--- src/hdl/bmhq_pkg.sv ---
// ----------------------------------------------------------------------------
// bmhq_pkg
// Shared types and constants for the binary max-heap priority queue:
// field widths, operation and status codes, controller states and the
// command/status bundles between controller and datapath.
// ----------------------------------------------------------------------------
`default_nettype none

package bmhq_pkg;

  // fixed field widths
  localparam int KEY_W     = 32;
  localparam int STATUS_W  = 2;
  localparam int ENTRIES_W = 11;

  typedef logic signed [KEY_W-1:0] key_t;

  // operation codes
  localparam logic OP_PUSH = 1'b0;
  localparam logic OP_POP  = 1'b1;

  // result status codes
  typedef enum logic [STATUS_W-1:0] {
    STAT_DONE  = 2'd0,
    STAT_EMPTY = 2'd1,
    STAT_FULL  = 2'd2
  } status_t;

  // controller states
  typedef enum logic [3:0] {
    S_IDLE,
    S_UP_RD,
    S_UP_CMP,
    S_POP_ROOT,
    S_POP_LAST,
    S_POP_GOT,
    S_DN_LEFT,
    S_DN_RIGHT,
    S_DN_CMP,
    S_FINISH
  } state_t;

  // read address select
  typedef enum logic [2:0] {
    RD_NONE,
    RD_ROOT,
    RD_LAST,
    RD_PARENT,
    RD_LEFT,
    RD_RIGHT
  } rd_sel_t;

  // write source select
  typedef enum logic [1:0] {
    WR_NONE,
    WR_KEY,
    WR_PARENT,
    WR_CHILD
  } wr_sel_t;

  // controller to datapath
  typedef struct packed {
    logic    start;
    rd_sel_t rd_sel;
    wr_sel_t wr_sel;
    logic    ld_removed;
    logic    ld_last;
    logic    ld_left;
    logic    out_load;
  } cmd_t;

  // datapath to controller
  typedef struct packed {
    logic req_pop;
    logic reject;
    logic at_root;
    logic count_zero;
    logic left_in;
    logic up_move;
    logic down_move;
    logic out_free;
  } stat_t;

endpackage

`default_nettype wire

--- src/hdl/bmhq_ctrl.sv ---
// ----------------------------------------------------------------------------
// bmhq_ctrl
// Controller of the heap queue: sequences the sift-up walk of a push and
// the root read, last-entry move and sift-down walk of a pop.
// ----------------------------------------------------------------------------
`default_nettype none

module bmhq_ctrl import bmhq_pkg::*; (
  input  wire logic  clk,
  input  wire logic  rst,
  input  wire logic  req_valid,
  input  wire stat_t st,
  output logic       ready,
  output cmd_t       cmd
);

  state_t state;
  state_t state_next;

  // state register
  always_ff @(posedge clk) begin
    if (rst) begin
      state <= S_IDLE;
    end else begin
      state <= state_next;
    end
  end

  // next state
  always_comb begin
    state_next = state;
    case (state)
      S_IDLE: begin
        if (req_valid) begin
          if (st.reject) begin
            state_next = S_FINISH;
          end else if (st.req_pop) begin
            state_next = S_POP_ROOT;
          end else begin
            state_next = S_UP_RD;
          end
        end
      end
      S_UP_RD:    state_next = st.at_root ? S_FINISH : S_UP_CMP;
      S_UP_CMP:   state_next = st.up_move ? S_UP_RD : S_FINISH;
      S_POP_ROOT: state_next = S_POP_LAST;
      S_POP_LAST: state_next = S_POP_GOT;
      S_POP_GOT:  state_next = st.count_zero ? S_FINISH : S_DN_LEFT;
      S_DN_LEFT:  state_next = st.left_in ? S_DN_RIGHT : S_FINISH;
      S_DN_RIGHT: state_next = S_DN_CMP;
      S_DN_CMP:   state_next = st.down_move ? S_DN_LEFT : S_FINISH;
      S_FINISH:   state_next = st.out_free ? S_IDLE : S_FINISH;
      default:    state_next = S_IDLE;
    endcase
  end

  // outputs
  always_comb begin
    ready          = 1'b0;
    cmd            = '0;
    cmd.rd_sel     = RD_NONE;
    cmd.wr_sel     = WR_NONE;
    case (state)
      S_IDLE: begin
        ready     = 1'b1;
        cmd.start = req_valid;
      end
      S_UP_RD: begin
        if (st.at_root) begin
          cmd.wr_sel = WR_KEY;
        end else begin
          cmd.rd_sel = RD_PARENT;
        end
      end
      S_UP_CMP: begin
        cmd.wr_sel = st.up_move ? WR_PARENT : WR_KEY;
      end
      S_POP_ROOT: begin
        cmd.rd_sel = RD_ROOT;
      end
      S_POP_LAST: begin
        cmd.ld_removed = 1'b1;
        cmd.rd_sel     = RD_LAST;
      end
      S_POP_GOT: begin
        cmd.ld_last = !st.count_zero;
      end
      S_DN_LEFT: begin
        if (st.left_in) begin
          cmd.rd_sel = RD_LEFT;
        end else begin
          cmd.wr_sel = WR_KEY;
        end
      end
      S_DN_RIGHT: begin
        cmd.ld_left = 1'b1;
        cmd.rd_sel  = RD_RIGHT;
      end
      S_DN_CMP: begin
        cmd.wr_sel = st.down_move ? WR_CHILD : WR_KEY;
      end
      S_FINISH: begin
        cmd.out_load = st.out_free;
      end
      default: begin
        ready = 1'b0;
      end
    endcase
  end

endmodule

`default_nettype wire

--- config.mk ---
export PLATFORM = sky130hd
export DESIGN_NAME = bmhq_ctrl
export DESIGN_NICKNAME = d
export VERILOG_FILES = /design/src/hdl/bmhq_pkg.sv /design/src/hdl/bmhq_ctrl.sv
export SDC_FILE = /design/constraint.sdc
export NUM_CORES = 1
export LEC_CHECK = 0
export BUFFER_PORTS_ARGS = -buffer_cell sky130_fd_sc_hd__clkbuf_2
export CORE_MARGIN = 1
export CORE_UTILIZATION = 30
export CTS_CLUSTER_DIAMETER = 50
export DETAILED_ROUTE_END_ITERATION = 8
export PLACE_DENSITY = 0.58
export SYNTH_ARGS = -nofsm -noshare
export SYNTH_HDL_FRONTEND = slang
export SYNTH_SLANG_ARGS = --single-unit
export TNS_END_PERCENT = 100
--- constraint.sdc ---
create_clock -name clk -period 2.4 [get_ports clk]
set_input_delay 0.12 -clock clk [delete_from_list [all_inputs] [get_ports clk]]
set_output_delay 0.12 -clock clk [all_outputs]
set_load 0.03 [all_outputs]
==> out/metrics.csv <==
metric,value,unit
status,"complete, no violations",
start_kind,flip-flop,
finalSetupViolCount,0,
synthTopCellsByArea,"dfxtp_1, a21oi_1, nand2b_1",
drt-wirelength-per-cell,10.9,microns
multi_input_area,299,sq um
min_path_type,primary input to flip-flop,
rsz0062_at_grt,false,
core-area,0.00119,sq mm
grt_max_degree,16,
netlist_area,409,sq um
cts_buffer_depth,2,
layout.nets,90,
drv_cap,0,
synth_cell_type_count,29,
area_growth,29.1,%
largest_register_ffs,4,
relSlewSlack,71.7,%
ff2ff_setup_slack,0.90,ns
min_period,1.73,ns
ys_seq_elements,4,
die-area,0.00152,sq mm
tightestPinTransition,0.424,ns
antenna_found_initial,0,
clock_latency,0.23,ns
yosys_most_used_dff,dfxtp_1,
drive_above_1_share,36.4,%
first_pass_iters,4,
ys_seq_area_share,19.6,%
clk_pin_slew,0.04,ns
syn-num-nets,68,
worstPathMaxFanout,12,
min_to,state[1],
synth_cells,57,
num_rows,12,
skew,0.00454,ns
regArea,80.1,sq um
tns,0,ns
path_class,flip-flop to output pin,
worstHoldPathCells,3,
cts_tree,done,
ys_warn_count,0,
worstPathArrival,1.61,ns
cts_made_buffers,3,
die_width,38.9,microns
cts_repair_resize_count,0,
synth-edff-count,0,
globalplace.congestion,0.736,
overflow,0,
p_leak,0.247,nW
diodes,0,
dpl_worst_slack,0.908,ns
report.power.total,0.657,mW
grt_pass1_wl,1570,microns
viasPerCell,5.38,
min_from,st[7],
drt_iter0_drc,11,
r2r-start,state[3],
start_util,34.5,%
nFillCells,134,
maxSlewViolCount,0,
hpwl,767,microns
cts_root_buffer,clkbuf_4,
final_cell_area,528,sq um
fmax,0.577,GHz
top_register,state,
setup_ws,0.667,ns
final_cells,91,
synth_top_cell_by_area,dfxtp_1,
top_regs,state (4),
clock_sinks,4,
hold_buffers,0,
yosysTopAreaCellShare,19.6,%
postCtsSetupRepairBufs,0,
drc,0,
portBuffers,21,
yosysMostFrequentCell,a21oi_1,
dpl_cell_area,505,sq um
grt.total_usage,14.9,%
timing.final.crit_share,72.2,%
synthTopCellsByCount,"a21oi_1, nor2_1, dfxtp_1, nand2_1, nand2b_1",
worst_setup_path_end_kind,output pin,
dieHeight,38.9,microns
power.density,1240,mW/mm^2
synth-async-reset-ratio,0,%
dp.cells,88,
r2r_cells,4,
cts_max_level,1,
hold_viol_final,0,
timing.rr.end,state[3],
syn-mean-instance-area,7.18,sq um
grt_pass1_vias,382,
crit_required,2.28,ns
via_count,490,
io_pins,22,
routed_wl,994,microns
final_antenna_net_count,0,
ir_worst_vdd,0.512,mV
## worst max-delay path by stage
stage | from | to
detailed placement | state[0] | cmd[4]
floorplan | state[0] | cmd[7]
CTS | state[2] | cmd[4]
finish | state[2] | cmd[4]
global route | state[0] | cmd[4]
global placement | state[0] | cmd[6]
## where the power goes
part	switching [mW]	internal, mW
Sequential	0.0729	0.0907
Combinational	0.259	0.152
Clock	0.0255	0.0558
## routing by layer
layer | vias up | track usage [%] | wire length, microns
li1 | 252 | - | -
met5 | - | 0 | 0
met1 | 215 | 21.5 | 495
met2 | 23 | 21.3 | 403
met4 | 0 | 0 | 0
met3 | 0 | 6.94 | 94
## critical path, stage by stage, from the launching register on
cell and delay (ns):
dfxtp_1 0.53, mux2_1 0.39, o32ai_1 0.22, clkbuf_2 0.24
## area by class of cell
cell class                      instances  share of cell area, %
Tap cell                               14                   3.32
Sequential cell                         4                   15.2
Multi-Input combinational cell         48                   56.6
Clock buffer                            3                   4.27
Inverter                                1                  0.711
Timing Repair Buffer                   21                   19.9
## cells by family after synthesis
logic type,share of synthesized area (%)
multiplexers,2.75
buffers and inverters,7.34
AO/OA/AOI/OAI,30.9
flip-flops,19.6
AND/OR/NAND/NOR,39.5
## through the flow
| step | utilization (%) | hold WS [ns] |
|---|---|---|
| 5_1_grt | 44.5 | 0.182 |
| 3_3_place_gp | 42.6 | 0.411 |
| 3_5_place_dp | 42.6 | 0.408 |
| 6_report | 44.5 | 0.160 |
| 4_1_cts | 44.5 | 0.157 |
| 2_1_floorplan | - | 0.300 |
## layout by cell type (no fill, tap or decap), drive strengths merged
cell	n
a21oi	10
a31oi	2
and2	1
and3	1
clkbuf	24
dfxtp	4
inv	1
mux2	1
nand2	4
nand2b	4
nand3b	1
nand4b	1
nor2	6
nor2b	1
nor3	3
nor3b	2
nor4b	1
o211a	1
o21ai	1
o21bai	1
o22ai	1
o31ai	1
o32a	1
o32ai	1
or2	2
or4b	1
No activity file was read; power rests on OpenSTA's default activity.
